$ cat src/cms_pkg.sv
// Package for the stylesheet minifier: character codes, state and result types, step functions.
`default_nettype none

package cms_pkg;

  // Scanner modes.
  typedef enum logic [1:0] {
    MODE_NORMAL  = 2'd0,
    MODE_COMMENT = 2'd1,
    MODE_STRING  = 2'd2
  } cms_mode_t;

  // Character codes that the scanner looks for.
  localparam logic [7:0] CH_SLASH  = 8'h2F;
  localparam logic [7:0] CH_STAR   = 8'h2A;
  localparam logic [7:0] CH_LBRACE = 8'h7B;
  localparam logic [7:0] CH_RBRACE = 8'h7D;
  localparam logic [7:0] CH_SEMI   = 8'h3B;
  localparam logic [7:0] CH_COLON  = 8'h3A;
  localparam logic [7:0] CH_SPACE  = 8'h20;
  localparam logic [7:0] CH_DQUOTE = 8'h22;
  localparam logic [7:0] CH_SQUOTE = 8'h27;
  localparam logic [7:0] CH_BSLASH = 8'h5C;
  localparam logic [7:0] CH_TAB    = 8'h09;
  localparam logic [7:0] CH_CR     = 8'h0D;

  // At most three words come out of one input byte.
  localparam int RES_SLOTS = 3;
  localparam int RES_CNT_W = $clog2(RES_SLOTS + 1);

  // Scanner state carried from one byte to the next.
  typedef struct packed {
    cms_mode_t   scan_mode;
    logic [7:0]  quote_char;
    logic [7:0]  held_byte;
    logic        held_valid;
    logic [7:0]  prior_input_byte;
    logic        skip_next;
    logic [7:0]  last_emitted;
    logic        emitted_any;
    logic        space_pending;
    logic        last_was_space;
  } cms_state_t;

  localparam cms_state_t STATE_RESET = '0;

  // One output word.
  typedef struct packed {
    logic [7:0] out_byte;
    logic       has_byte;
    logic       text_done;
  } cms_result_t;

  // Working set while one byte is processed: state plus the words made so far.
  typedef struct packed {
    cms_state_t                    st;
    cms_result_t [RES_SLOTS-1:0]   res;
    logic [RES_CNT_W-1:0]          n;
  } cms_work_t;

  // Append a byte to the word list and note it as the last emitted byte.
  function automatic cms_work_t put_byte(input cms_work_t w_in, input logic [7:0] b);
    cms_work_t w;
    w = w_in;
    if (w.n < RES_CNT_W'(RES_SLOTS)) begin
      w.res[w.n[RES_CNT_W-1:0]] = '{out_byte: b, has_byte: 1'b1, text_done: 1'b0};
      w.n = w.n + RES_CNT_W'(1);
    end
    w.st.last_emitted = b;
    w.st.emitted_any  = 1'b1;
    return w;
  endfunction

  // Emit the pending space, if any.
  function automatic cms_work_t flush_space(input cms_work_t w_in);
    cms_work_t w;
    w = w_in;
    if (w.st.space_pending) begin
      w.st.space_pending = 1'b0;
      w = put_byte(w, CH_SPACE);
    end
    return w;
  endfunction

  // Space, tab, line feed, vertical tab, form feed or carriage return.
  function automatic logic is_ws(input logic [7:0] c);
    return (c == CH_SPACE) || (c >= CH_TAB && c <= CH_CR);
  endfunction

  // An ordinary byte: pending space first, then the byte itself.
  function automatic cms_work_t plain_char(input cms_work_t w_in, input logic [7:0] c);
    cms_work_t w;
    w = flush_space(w_in);
    w = put_byte(w, c);
    w.st.last_was_space = 1'b0;
    return w;
  endfunction

  // Handle one byte afresh in the current mode.
  function automatic cms_work_t handle(input cms_work_t w_in, input logic [7:0] c,
                                       input logic last);
    cms_work_t w;
    w = w_in;
    if (w.st.scan_mode == MODE_COMMENT) begin
      // Inside a comment only a star matters, and it waits for the next byte.
      if (c == CH_STAR && !last) begin
        w.st.held_byte  = c;
        w.st.held_valid = 1'b1;
      end
    end else if (w.st.scan_mode == MODE_STRING) begin
      // Strings go through untouched; an escaped quote does not close them.
      w = flush_space(w);
      w = put_byte(w, c);
      if (c == w.st.quote_char && w.st.prior_input_byte != CH_BSLASH) begin
        w.st.scan_mode = MODE_NORMAL;
      end
    end else if (c == CH_SLASH && !last) begin
      // A slash may open a comment, so it is held for one byte.
      w.st.held_byte  = c;
      w.st.held_valid = 1'b1;
    end else if (c == CH_DQUOTE || c == CH_SQUOTE) begin
      w = flush_space(w);
      w = put_byte(w, c);
      w.st.scan_mode  = MODE_STRING;
      w.st.quote_char = c;
    end else if (is_ws(c)) begin
      // A whitespace run becomes one pending space, except after punctuation.
      if (!w.st.last_was_space && w.st.emitted_any &&
          w.st.last_emitted != CH_LBRACE && w.st.last_emitted != CH_RBRACE &&
          w.st.last_emitted != CH_SEMI && w.st.last_emitted != CH_COLON) begin
        w.st.space_pending  = 1'b1;
        w.st.last_was_space = 1'b1;
      end
    end else begin
      if (c == CH_SEMI) begin
        w.st.space_pending = 1'b0;
      end
      w = plain_char(w, c);
      if (c == CH_COLON) begin
        w.st.skip_next = 1'b1;
      end
    end
    return w;
  endfunction

  // Full processing of one input byte, including the end of a text.
  function automatic cms_work_t step(input cms_state_t st, input logic [7:0] b,
                                     input logic last);
    cms_work_t w;
    w.st  = st;
    w.res = '0;
    w.n   = '0;
    if (w.st.held_valid) begin
      w.st.held_valid = 1'b0;
      if (w.st.scan_mode == MODE_COMMENT) begin
        if (b == CH_SLASH) begin
          w.st.scan_mode = MODE_NORMAL;
        end else begin
          w = handle(w, b, last);
        end
      end else if (b == CH_STAR) begin
        w.st.scan_mode = MODE_COMMENT;
      end else begin
        w = plain_char(w, w.st.held_byte);
        w = handle(w, b, last);
      end
    end else if (w.st.skip_next) begin
      w.st.skip_next = 1'b0;
      if (b != CH_SPACE) begin
        w = handle(w, b, last);
      end
    end else begin
      w = handle(w, b, last);
    end
    w.st.prior_input_byte = b;

    // End of text: flush the space, always give a final word, start afresh.
    if (last) begin
      w = flush_space(w);
      if (w.n == '0) begin
        w.res[0] = '0;
        w.n      = RES_CNT_W'(1);
      end
      w.res[w.n - RES_CNT_W'(1)].text_done = 1'b1;
      w.st = STATE_RESET;
    end
    return w;
  endfunction

endpackage

`default_nettype wire

$ cat src/css_minify_stream.sv
// Streaming stylesheet minifier: scanner state, step logic and a four-word result queue.
`default_nettype none

// Takes stylesheet text one byte per word and gives a minified copy, one byte per output
// word: comments are removed, quoted strings pass unchanged, whitespace runs collapse to one
// space and spaces after braces, semicolons and colons are dropped. The word that marks the
// end of a text carries text_done, and when no byte is due then it comes with has_byte low;
// each text starts from a clean state. A byte is processed in the cycle it is accepted and
// its words appear from the next cycle. One input byte gives zero to three output words, and
// the output side moves one word per cycle when not stalled, so the block takes one byte per
// cycle while each byte yields at most one word and the output is not stalled. The four-word
// result queue sets this: a byte is accepted while the queue holds at most one word, also
// while that word waits on a stalled output.
module css_minify_stream (
  input  wire logic       clk,
  input  wire logic       rst,
  input  wire logic       in_valid,
  output logic            in_stall,
  input  wire logic [7:0] text_byte,
  input  wire logic       end_of_text,
  output logic            out_valid,
  input  wire logic       out_stall,
  output logic [7:0]      out_byte,
  output logic            has_byte,
  output logic            text_done
);
  import cms_pkg::*;

  localparam int FIFO_DEPTH = 4;
  localparam int PTR_W      = $clog2(FIFO_DEPTH);
  localparam int CNT_W      = $clog2(FIFO_DEPTH + 1);

  cms_state_t                   st;
  cms_work_t                    work;
  cms_result_t [FIFO_DEPTH-1:0] fifo;
  logic [PTR_W-1:0]             rd_ptr;
  logic [PTR_W-1:0]             wr_ptr;
  logic [CNT_W-1:0]             count;
  logic                         in_accept;
  logic                         out_accept;
  logic [RES_CNT_W-1:0]         push_n;

  // Step logic for the byte on the input port.
  always_comb begin
    work = step(st, text_byte, end_of_text);
  end

  // Handshakes: room for a full set of words is needed before a byte is taken.
  assign in_stall   = (count > CNT_W'(FIFO_DEPTH - RES_SLOTS));
  assign in_accept  = in_valid && !in_stall;
  assign out_valid  = (count != '0);
  assign out_accept = out_valid && !out_stall;
  assign push_n     = in_accept ? work.n : '0;

  // Head of the result queue drives the output.
  assign out_byte  = fifo[rd_ptr].out_byte;
  assign has_byte  = fifo[rd_ptr].has_byte;
  assign text_done = fifo[rd_ptr].text_done;

  // Scanner state and queue control.
  always_ff @(posedge clk) begin
    if (rst) begin
      st     <= STATE_RESET;
      rd_ptr <= '0;
      wr_ptr <= '0;
      count  <= '0;
    end else begin
      if (in_accept) begin
        st <= work.st;
      end
      wr_ptr <= wr_ptr + PTR_W'(push_n);
      rd_ptr <= rd_ptr + PTR_W'(out_accept);
      count  <= count + CNT_W'(push_n) - CNT_W'(out_accept);
    end
  end

  // Queue storage: up to three words written per cycle at consecutive places.
  always_ff @(posedge clk) begin
    for (int i = 0; i < RES_SLOTS; i++) begin
      if (RES_CNT_W'(i) < push_n) begin
        fifo[PTR_W'(wr_ptr + PTR_W'(i))] <= work.res[i];
      end
    end
  end

  // The queue never overfills.
  assert property (@(posedge clk) disable iff (rst) count <= CNT_W'(FIFO_DEPTH))
    else $error("result queue overflow");

  // After the final byte of a text the scanner is back in its reset state.
  assert property (@(posedge clk) disable iff (rst)
                   (in_accept && end_of_text) |=> (st == STATE_RESET))
    else $error("scanner state not cleared at end of text");

  // A word without a byte only ever closes a text.
  assert property (@(posedge clk) disable iff (rst)
                   (out_valid && !has_byte) |-> text_done)
    else $error("empty word that does not end a text");

  // A word without a byte carries a zero byte field.
  assert property (@(posedge clk) disable iff (rst)
                   (out_valid && !has_byte) |-> (out_byte == 8'h00))
    else $error("empty word with non-zero byte");

endmodule

`default_nettype wire

$ cat config.mk
export PLATFORM = sky130hd
export DESIGN_NAME = css_minify_stream
export DESIGN_NICKNAME = d
export VERILOG_FILES = /design/src/cms_pkg.sv /design/src/css_minify_stream.sv
export SDC_FILE = /design/constraint.sdc
export NUM_CORES = 1
export LEC_CHECK = 0
export ABC_AREA = 1
export BUFFER_PORTS_ARGS = -buffer_cell sky130_fd_sc_hd__buf_2
export CORE_UTILIZATION = 41
export CTS_CLUSTER_DIAMETER = 200
export DETAILED_ROUTE_END_ITERATION = 10
export GPL_TIMING_DRIVEN = 0
export PLACE_DENSITY_LB_ADDON = 0.05
export SLEW_MARGIN = 20
export SYNTH_ARGS = -nofsm -noshare
export SYNTH_HDL_FRONTEND = slang
export SYNTH_SLANG_ARGS = --single-unit
$ cat constraint.sdc
create_clock -name clk -period 4.7 [get_ports clk]
set_input_delay 0.235 -clock clk [delete_from_list [all_inputs] [get_ports clk]]
set_output_delay 0.235 -clock clk [all_outputs]
set_load 0.01 [all_outputs]
== Word-level counts from Yosys, hierarchy flattened ==
Index checks and enable logic that the tools add are counted.

* Input bits: 13
* Output and inout bits: 12
* Register bits after elaboration: 86
* Word-level logic and storage cells: 370

* Add/subtract/negate cells: 19
* $lt $le $gt $ge: 51
* Mux-type cells: 203
* Equality and inequality tests: 26
* Bitwise gates (word level): 6
* Reductions and logical operators: 40

{| class="wikitable"
|+ Operator list
! kind !! count
|-
| 71-bit 2-to-1 mux || 49
|-
| 61-bit 2-to-1 mux || 17
|-
| 32-bit 2-to-1 mux || 20
|-
| 30-bit bitwise mux || 11
|-
| 10-bit demux with 2-bit select || 16
|-
| 52-bit 2-to-1 mux || 6
|-
| 43-bit 2-to-1 mux || 6
|-
| 10-bit 2-to-1 mux || 22
|-
| 40-bit bitwise mux || 3
|-
| 40-bit 2-to-1 mux || 3
|-
| 37-bit 2-to-1 mux || 3
|-
| 9-bit 2-to-1 mux || 8
|-
| 69-bit 2-to-1 mux || 1
|-
| 8-bit by 6-bit == test with 1-bit output (second input constant) || 7
|-
| 8-bit by 7-bit != test with 1-bit output (second input constant) || 7
|-
| 2-bit by 3-bit less-than comparator with 1-bit output (second input constant) || 17
|-
| 24-bit AND || 2
|-
| 24-bit inverter || 2
|-
| 8-bit by 6-bit != test with 1-bit output (second input constant) || 5
|-
| 2-bit by 1-bit greater-or-equal comparator with 1-bit output (second input constant) || 16
|-
| 1-bit logical AND || 32
|-
| 2-bit by 1-bit adder with 2-bit output (second input constant) || 13
|-
| 8-bit == test || 3
|-
| 2-bit less-than comparator (second input constant) || 12
|-
| other kinds (22) || 64
|}

== Logic depth before layout (Yosys ltp) ==
Gate-level depths: netlist (run 1).

* Depth in word-level cells: 69
* Gate-level depth with buffers: 27
* Gate-level depth less buffers: 26

== Least setup slack after synthesis (run 1) ==
OpenSTA, ideal clock, no wires.

* Path type: input to register
* Start: in text_byte[6]
* End: reg count[2]
* Required time: 4.572 ns
* Path buffers: 2
* Library setup time: 0.128 ns
* Stages on the path: 27
* Slack: 1.285 ns
* Arrival time: 3.287 ns
* Cells stage by stage: buf_4 nor2_1 nand2_1 nor2_1 nand2_2 nand2_1 clkbuf_1 ha_1 nand2_1 nand3_1 nand2_1 nand2_1 nand2_1 nand2_2 nand2_2 nand2_4 nor2_4 nand2_4 nand2_8 ha_1 inv_1 ha_1 inv_1 fa_1 xor2_1 inv_1 nor2_1

* Longest elaborated chain between the ends: 40
* Elaborated cells between the ends (all ways): 103
* Classes of those cells: add/sub: 6; order compare: 6; eq/ne: 7; mux: 79; reduce/logical: 5

{| class="wikitable"
|+ Ends and longest elaborated chain
! element !! line !! RTL
|-
| start, declared || css_minify_stream.sv:19 || <nowiki>input wire logic [7:0] text_byte,</nowiki>
|-
| 8-bit by 6-bit == test with 1-bit output || cms_pkg.sv:135 || <nowiki>if (c == CH_SEMI) begin</nowiki>
|-
| 1-bit 2-to-1 mux || cms_pkg.sv:135 ||
|-
| 1-bit 2-to-1 mux || cms_pkg.sv:126 || <nowiki>end else if (is_ws(c)) begin</nowiki>
|-
| 1-bit 2-to-1 mux || cms_pkg.sv:121 || <nowiki>end else if (c == CH_DQUOTE || c == CH_SQUOTE) begin</nowiki>
|-
| 1-bit 2-to-1 mux || cms_pkg.sv:117 || <nowiki>end else if (c == CH_SLASH && !last) begin</nowiki>
|-
| 1-bit 2-to-1 mux || cms_pkg.sv:110 || <nowiki>end else if (w.st.scan_mode == MODE_STRING) begin</nowiki>
|-
| 1-bit 2-to-1 mux || cms_pkg.sv:104 || <nowiki>if (w.st.scan_mode == MODE_COMMENT) begin</nowiki>
|-
| 1-bit 2-to-1 mux, on equally long branches || cms_pkg.sv:169, cms_pkg.sv:161 ||
|-
| [24 not listed] || n/a ||
|-
| 32-bit 2-to-1 mux || cms_pkg.sv:178 || <nowiki>if (last) begin</nowiki>
|-
| 2-bit zero test || cms_pkg.sv:180 || <nowiki>if (w.n == '0) begin</nowiki>
|-
| 12-bit 2-to-1 mux || cms_pkg.sv:180 ||
|-
| 12-bit 2-to-1 mux || cms_pkg.sv:178 ||
|-
| 71-bit 2-to-1 mux * || cms_pkg.sv:178 ||
|-
| 2-bit 2-to-1 mux * || css_minify_stream.sv:53 || <nowiki>assign push_n = in_accept ? work.n : '0;</nowiki>
|-
| 3-bit by 2-bit adder with 3-bit output * || css_minify_stream.sv:73 || <nowiki>count <= count + CNT_W'(push_n) - CNT_W'(out_accept);</nowiki>
|-
| 3-bit by 1-bit subtractor with 3-bit output * || css_minify_stream.sv:73 ||
|-
| end signal, assigned || css_minify_stream.sv:73 ||
|-
| end, declared || css_minify_stream.sv:38 || <nowiki>logic [CNT_W-1:0] count;</nowiki>
|}

Mark *: on every way between the ends. The rest lies on a longest branch, timed or not. The select of a mux whose other input is x is not followed.
A chain may end at the register's enable or synchronous reset.

== Worst setup path in the final report (run 1) ==
* Start: in text_byte[0]
* End: reg count[2]

Same word-level chain as after synthesis.

==> summary.md, run 1 <==
| Metric | Value |
|---|---|
| Total CTS buffers | 9 |
| Fraction of power consumed by combinational cells | 48.0% |
| Clock power share | between 20 and 25% |
| Seq pwr share | 29.0% |
| Placed insts | ~1300 |
| Slowest cell on crit path | clkbuf_1 |
| Hold Buf Count CTS | 0 |
| DRT antenna net count | 0 |
| Fill count | 1684 |
| Leakage | 3.31 nW |
| Setup CP Type | in2reg |
| Syn Inst Count | 1040 |
| H-tree depth | 3 |
| WL final | 24.3 mm |
| Wirelength per Cell | 18.9 microns |
| Post-synth EDFFs | 0 |
| Final worst path period need | slightly below 4 ns |
| Postcts setup bufs | 0 |
| Initial antenna violation count | 0 |
| Top Ports | 25 |
| Core area | 0.0153 sq mm |
| Final Util | about 47% |
| Vias in the first global route | 6601 |
| Switch Pwr | 1.65 mW |
| Worst Path Buf+Inv | 6 |
| Status | finished with violations |
| Multi-input combinational cell area | 0.00392 sq mm |
| Sequential-to-total area share from yosys stat | between 20% and 30% |
| Crit path max-delay family | simple AND/OR/NAND/NOR gates |
| Layout cell share with drive strength beyond 1 | approximately an eighth |
| Netlist Area Pre-Place | approximately 0.0064 sq mm |
| Iter 0 DRT Violations | 1056 |
| Max Slew Vio Count | 0 |
| Port buffer count | 17 |
| Max_slew headroom | 26.3% |
| Register area | 0.00172 sq mm |
| TritonRoute pass-1 iters | 8 |
| Final Net Count | 1091 |
| CP max FO | 10 |
| Synth async-reset ratio | 0% |
| Worst-case clock buffer depth | 2 |
| Final clock skew | around 0.016 ns |
| Peak VDD IR | 0.000250 V |
| Core Rows | 45 |
| Worst slew pin tran | 1.09 ns |
| First-pass GRT wire length | 37.7 mm |
| Post-CTS Resized | 0 |
| Synthesized area per cell | a little over 6 sq um |
| Critical Path Sink Type | flip-flop |
| Clk slew on worst S/H paths | 0.07 ns |
| Starting Density | 42.0% |
| Startpoint types | primary input |
| Synth Warn # | 0 |
| Largest net degree at the start of global routing | 16 |
| Final Total Pwr | 3.63 mW |
| Hold Violations, Final | 0 |
| HP Class | in2reg |
| P_int | around 2.0 mW |
| Largest stage delay, worst path | 0.47 ns |
| Top-area cell type share of the netlist area | 26.8% |
| Num Clock Sinks | 86 |
| Final Instance Count excl. Fillers | between 1000 and 1500 |
| Netlist cell types | 54 |
| Setup_tns | 0 ns |
| Total die area | approximately 0.016 sq mm |
| Cell mode on critical path | nand2_1 |
| Endpoints failing setup | 0 |
| Critical path arrival | 4.12 ns |
| WP data required | around 4.9 ns |
| Ranking of synthesized cells by area | dfxtp_1, nand2_1, nand3_1 |
| CTS tree | done |
| Die span in x | 127 microns |
| Worst-Skew Late Latency | 0.36 ns |
| Max Cap Viol | 0 |
| Vias per inst | around 5.6 |
| Die Ht | 127 microns |
| Post-DP HPWL | 17.7 mm |
| Gr ovfl total | 0 |
| Routability Congestion | 0.976 |
| Clk root buf | clkbuf_16 |
| Sw Ratio | 45.6% |
| Synthesis-to-layout area growth | 10.6% |
| Top cell type by total area after synthesis | dfxtp_1 |
| Synth Flop Type | dfxtp_1 |
| Synthesized Nets | 1063 |
| Total GRT Usage | 31.1% |
| RSZ-0062 raised after global routing | no |
| #FFs+latches synth | 86 |
| ANT cells | 0 |
| Maximum clock frequency | between 200 and 300 MHz |
| Period utilization | 82.8% |
| DRC Markers | 1 |
| Violated checks | DRC |
| Via count | 7176 |
| PD cells | 511 mW/mm^2 |
## layer usage
metal	up-vias	track usage (%)	share of wire (%)
li1	3470	-	-
met1	3262	43.5	45
met2	388	43.9	40
met3	56	9.51	11
met4	0	12.8	3.1
met5	-	0	0
## state kept, by name, indices dropped and copies added, names as in the netlist
name,cells
wr_ptr,2
fifo,40
rd_ptr,2
count,3
st,39
## cells by family (layout without fill, tap and decap cells)
group	count (synthesis)	count (layout)	share of synthesized area, %
AO/OA/AOI/OAI	203	203	18.6
XOR/XNOR	12	12	1.64
adder cells (fa/ha/maj)	10	10	2.07
buffers and inverters	183	216	12.0
flip-flops	86	86	26.8
AND/OR/NAND/NOR	546	546	38.9
## layout make-up
class / instances / area share [%]
inverter: 134 / 7.19
buffer: 49 / 3.63
sequential: 86 / 24.3
multi-input combinational: 771 / 55.3
timing repair buffer: 17 / 1.20
clock buffer: 10 / 3.37
tap: 211 / 3.72
clock inverter: 6 / 1.32
## cells in the final DEF (no fill, tap or decap), types with 3 or more instances in the layout
cell	count
a211oi_1	5
a21oi_1	59
a21oi_2	5
a22oi_1	5
a31oi_1	7
a32oi_1	3
buf_1	3
buf_2	28
buf_4	4
buf_6	6
clkbuf_1	25
clkbuf_16	9
clkinv_4	3
dfxtp_1	86
ha_1	9
inv_1	117
inv_2	14
nand2_1	261
nand2_2	20
nand2_4	4
nand3_1	92
nand3_2	15
nand4_1	10
nor2_1	115
nor2_2	4
nor2_4	5
nor3_1	8
nor4_1	3
o2111ai_1	3
o21ai_0	71
o22ai_1	24
o31ai_1	3
o41ai_1	3
xnor2_1	10
## worst register-to-register path: cells and delay by family (launching register included)
family / cells / cell delay (ns)
fa+ha+maj: 4 / 0.89
simple gates: 8 / 1.05
flops: 1 / 0.38
xor+xnor: 1 / 0.17
buf+inv: 7 / 1.09
## power by group through the flow
stage / registers, mW / clock network [mW] / logic [mW]
finish: 1.05 / 0.834 / 1.74
global route: 1.08 / 0.873 / 1.94
CTS: 1.05 / 0.840 / 1.71
detailed placement: 1.06 / 0 / 1.70
global placement: 1.06 / 0 / 1.71
floorplan: 1.03 / 0 / 1.23
## cells in the mapped netlist (all sizes together), types with 3 or more instances
cell type	instances
nor3	8
nand4	10
o31ai	3
a32oi	3
o41ai	3
xnor2	10
o211ai	3
a22oi	5
nand3	107
o2111ai	3
nor4	3
clkbuf	25
a31oi	7
a211oi	5
inv	132
buf	24
nor2	126
o21ai	74
o22ai	24
nand2	286
a21oi	64
ha	9
dfxtp	86
## per-stage QoR
| step | hold WS (ns) | setup WS (ns) | cell area, sq um |
|---|---|---|---|
| final | 0.179 | 0.809 | 7100 |
| after global routing | 0.183 | 0.561 | 7100 |
| after CTS | 0.167 | 0.863 | 7100 |
| after detailed placement | 0.445 | 0.498 | 6760 |
| after global placement | 0.446 | 0.460 | 6760 |
| after floorplan | 0.380 | 1.29 | 6410 |
## worst paths after layout
path	to	cells after the start	start	slack [ns]
setup / recovery	count[2]	25	text_byte[0]	0.81
hold / removal	st[16]	3	text_byte[4]	0.18
setup reg to reg	count[2]	20	st[37]	0.98
hold reg to reg	st[32]	2	st[32]	0.45
Power figures use the tool's default switching activity.
==> run 2: changes to the inputs <==
clock period = 4 ns   (was 4.7 ns; I/O delays follow)
==> summary.md, run 2 (synthesis results as in run 1) <==
| Metric | Value |
|---|---|
| Leakage | 3.31 nW (+0.10%) |
| Critical path arrival | 3.95 ns (-0.17 ns) |
| Startpoint types | flip-flop |
| WP data required | 4.23 ns (-0.70 ns) |
| Largest net degree at the start of global routing | 16 (unchanged) |
| Routability Congestion | 0.976 (unchanged) |
| Core Rows | 45 (unchanged) |
| Clk slew on worst S/H paths | 0.07 ns (about the same) |
| CTS tree | done |
| Top Ports | 25 (unchanged) |
| Via count | 7199 (+0.32%) |
| Initial antenna violation count | 0 (unchanged) |
| Max Slew Vio Count | 0 (unchanged) |
| R2R cell count | 20 (unchanged) |
| Fill count | 1686 (+0.12%) |
| Final worst path period need | 3.72 ns |
| Peak VDD IR | 0.000293 V (+17%) |
| Setup_tns | 0 ns (unchanged) |
| Final clock skew | 0.0178 ns (+0.00133 ns) |
| Die Ht | 127 microns (unchanged) |
| Worst hold path endpoint | st[16] |
| Worst r2r src | st[37] |
| H-tree depth | 3 (unchanged) |
| Total CTS buffers | 9 (unchanged) |
| WL met1 | 11.0 mm (about the same) |
| Die span in x | 127 microns (unchanged) |
| Biggest register | fifo |
| Post-DP HPWL | 17.7 mm (unchanged) |
| Total GRT Usage | 31.1% (unchanged) |
| Largest registers | fifo (40), st (39), count (3) |
| Setup CP Type | reg2reg |
| DRT antenna net count | 0 (unchanged) |
| Status | completed |
| Port buffer count | 17 (unchanged) |
| Clk root buf | clkbuf_16 |
| Worst-Skew Late Latency | 0.37 ns (about the same) |
| ANT cells | 0 (unchanged) |
| Vias in the first global route | 6601 (unchanged) |
| Hold Violations, Final | 0 (unchanged) |
| DR top layer | met4 |
| Final Util | 46.5% (about the same) |
| Wirelength per Cell | 19.0 microns (+0.17%) |
| CP max FO | 10 (unchanged) |
| Synthesis-to-layout area growth | 10.7% (about the same) |
| Final Net Count | 1091 (unchanged) |
| Layout cell share with drive strength beyond 1 | 12.2% (+0.093 points) |
| DRC Markers | 0 (-1) |
| WL met2 | 9.84 mm (about the same) |
| Hold Crit Depth | 3 (unchanged) |
| Core area | 0.0153 sq mm (unchanged) |
| Critical Path Sink Type | flip-flop |
| TritonRoute pass-1 iters | 6 (-2) |
| Postcts setup bufs | 0 (unchanged) |
| Worst slew pin tran | 1.10 ns (+0.00466 ns) |
| Max reg flops | 40 (unchanged) |
| Final Instance Count excl. Fillers | 1284 (unchanged) |
| Period utilization | 92.9% |
| Hold WS | 0.142 ns (-0.0368 ns) |
| HP Start | text_byte[4] |
| First-pass GRT wire length | 37.7 mm (unchanged) |
| Vias per inst | 5.61 (+0.32%) |
| HP Class | in2reg |
| Met3 WL | 2.75 mm (+1.4%) |
| Endpoints failing setup | 0 (unchanged) |
| Maximum clock frequency | 269 MHz |
| Num Clock Sinks | 86 (unchanged) |
| Total die area | 0.0161 sq mm (unchanged) |
| Most common cell after layout, fill and taps aside | nand2_1 |
| R2r endpoint | count[2] |
| WL final | 24.4 mm (+0.17%) |
| Max Cap Viol | 0 (unchanged) |
| Worst-case clock buffer depth | 2 (unchanged) |
| Iter 0 DRT Violations | 1011 (-4.3%) |
| Final Total Pwr | 4.26 mW (+18%) |
| Starting Density | 42.0% (unchanged) |
| RSZ-0062 raised after global routing | no |
| Max_slew headroom | 26.0% (-0.31 points) |
| Placed insts | 1268 (unchanged) |
| PD cells | 601 mW/mm^2 (+18%) |
| Reg-to-reg slack, setup | 0.28 ns (-0.70 ns) |
| Commonest cells after routing, fill and taps aside | nand2_1, inv_1, nor2_1 |
| Gr ovfl total | 0 (unchanged) |
-- run 2: changes by cell type in the layout (fill, tap and decap cells not counted) --
cell and change:
clkbuf_1 -1, clkbuf_2 +1
-- run 2: final cells by class --
class	instances	area (sq um)	share of cell area [%]
buffer	49	259	3.65
clock buffer	10	239	3.37
clock inverter	6	93.8	1.32
inverter	134	510	7.19
multi-input combinational	771	3920	55.3
sequential	86	1720	24.3
tap	211	264	3.72
timing repair buffer	17	85.1	1.20
-- run 2: how the worst max path moves through the flow --
| stage | end | depth (start not counted) | startpoint | slack [ns] |
|---|---|---|---|---|
| 2_1_floorplan | count[2] | 27 | text_byte[6] | 0.62 |
| 3_3_place_gp | count[2] | 25 | text_byte[0] | -0.20 |
| 3_5_place_dp | count[2] | 25 | text_byte[0] | -0.17 |
| 4_1_cts | count[2] | 25 | text_byte[0] | 0.20 |
| 5_1_grt | count[2] | 20 | st[37] | 0.03 |
| 6_report | count[2] | 20 | st[37] | 0.28 |
-- run 2: timing repair --
action	CTS	global route
hold buffers	0	0
gates resized for setup	0	2
endpoints found under the setup margin	0	1
-- run 2: per-layer routing --
| layer | global-route usage, % | up-vias |
|---|---|---|
| met5 | 0 | - |
| met4 | 12.8 | 0 |
| met3 | 9.51 | 58 |
| met2 | 43.9 | 403 |
| met1 | 43.5 | 3275 |
| li1 | - | 3463 |
-- run 2: per-stage QoR --
| stage | cell area [sq um] | worst slack [ns] |
|---|---|---|
| after detailed placement | 6760 | -0.167 |
| after global placement | 6760 | -0.205 |
| after floorplan | 6410 | 0.620 |
| final | 7100 | 0.283 |
| after CTS | 7100 | 0.198 |
| after global routing | 7100 | 0.0251 |
-- run 2: report_power, final --
group / internal (mW) / total [mW] / switching [mW]
clock: 0.570 / 0.982 / 0.412
sequential: 1.10 / 1.23 / 0.135
combinational: 0.648 / 2.05 / 1.40
total: 2.32 / 4.26 / 1.95
-- run 2: worst max-delay path, stage by stage, from the launching register on --
cell	delay, ns
dfxtp_1	0.39
ha_1	0.16
clkbuf_1	0.39
inv_1	0.27
nand3_2	0.27
inv_2	0.12
nand2_1	0.12
nand3_2	0.15
inv_2	0.16
nand3_1	0.09
nand2_1	0.16
nand2_4	0.10
nand2_8	0.11
ha_1	0.24
inv_1	0.05
ha_1	0.12
inv_1	0.04
fa_1	0.37
xor2_1	0.17
inv_1	0.06
nor2_1	0.03
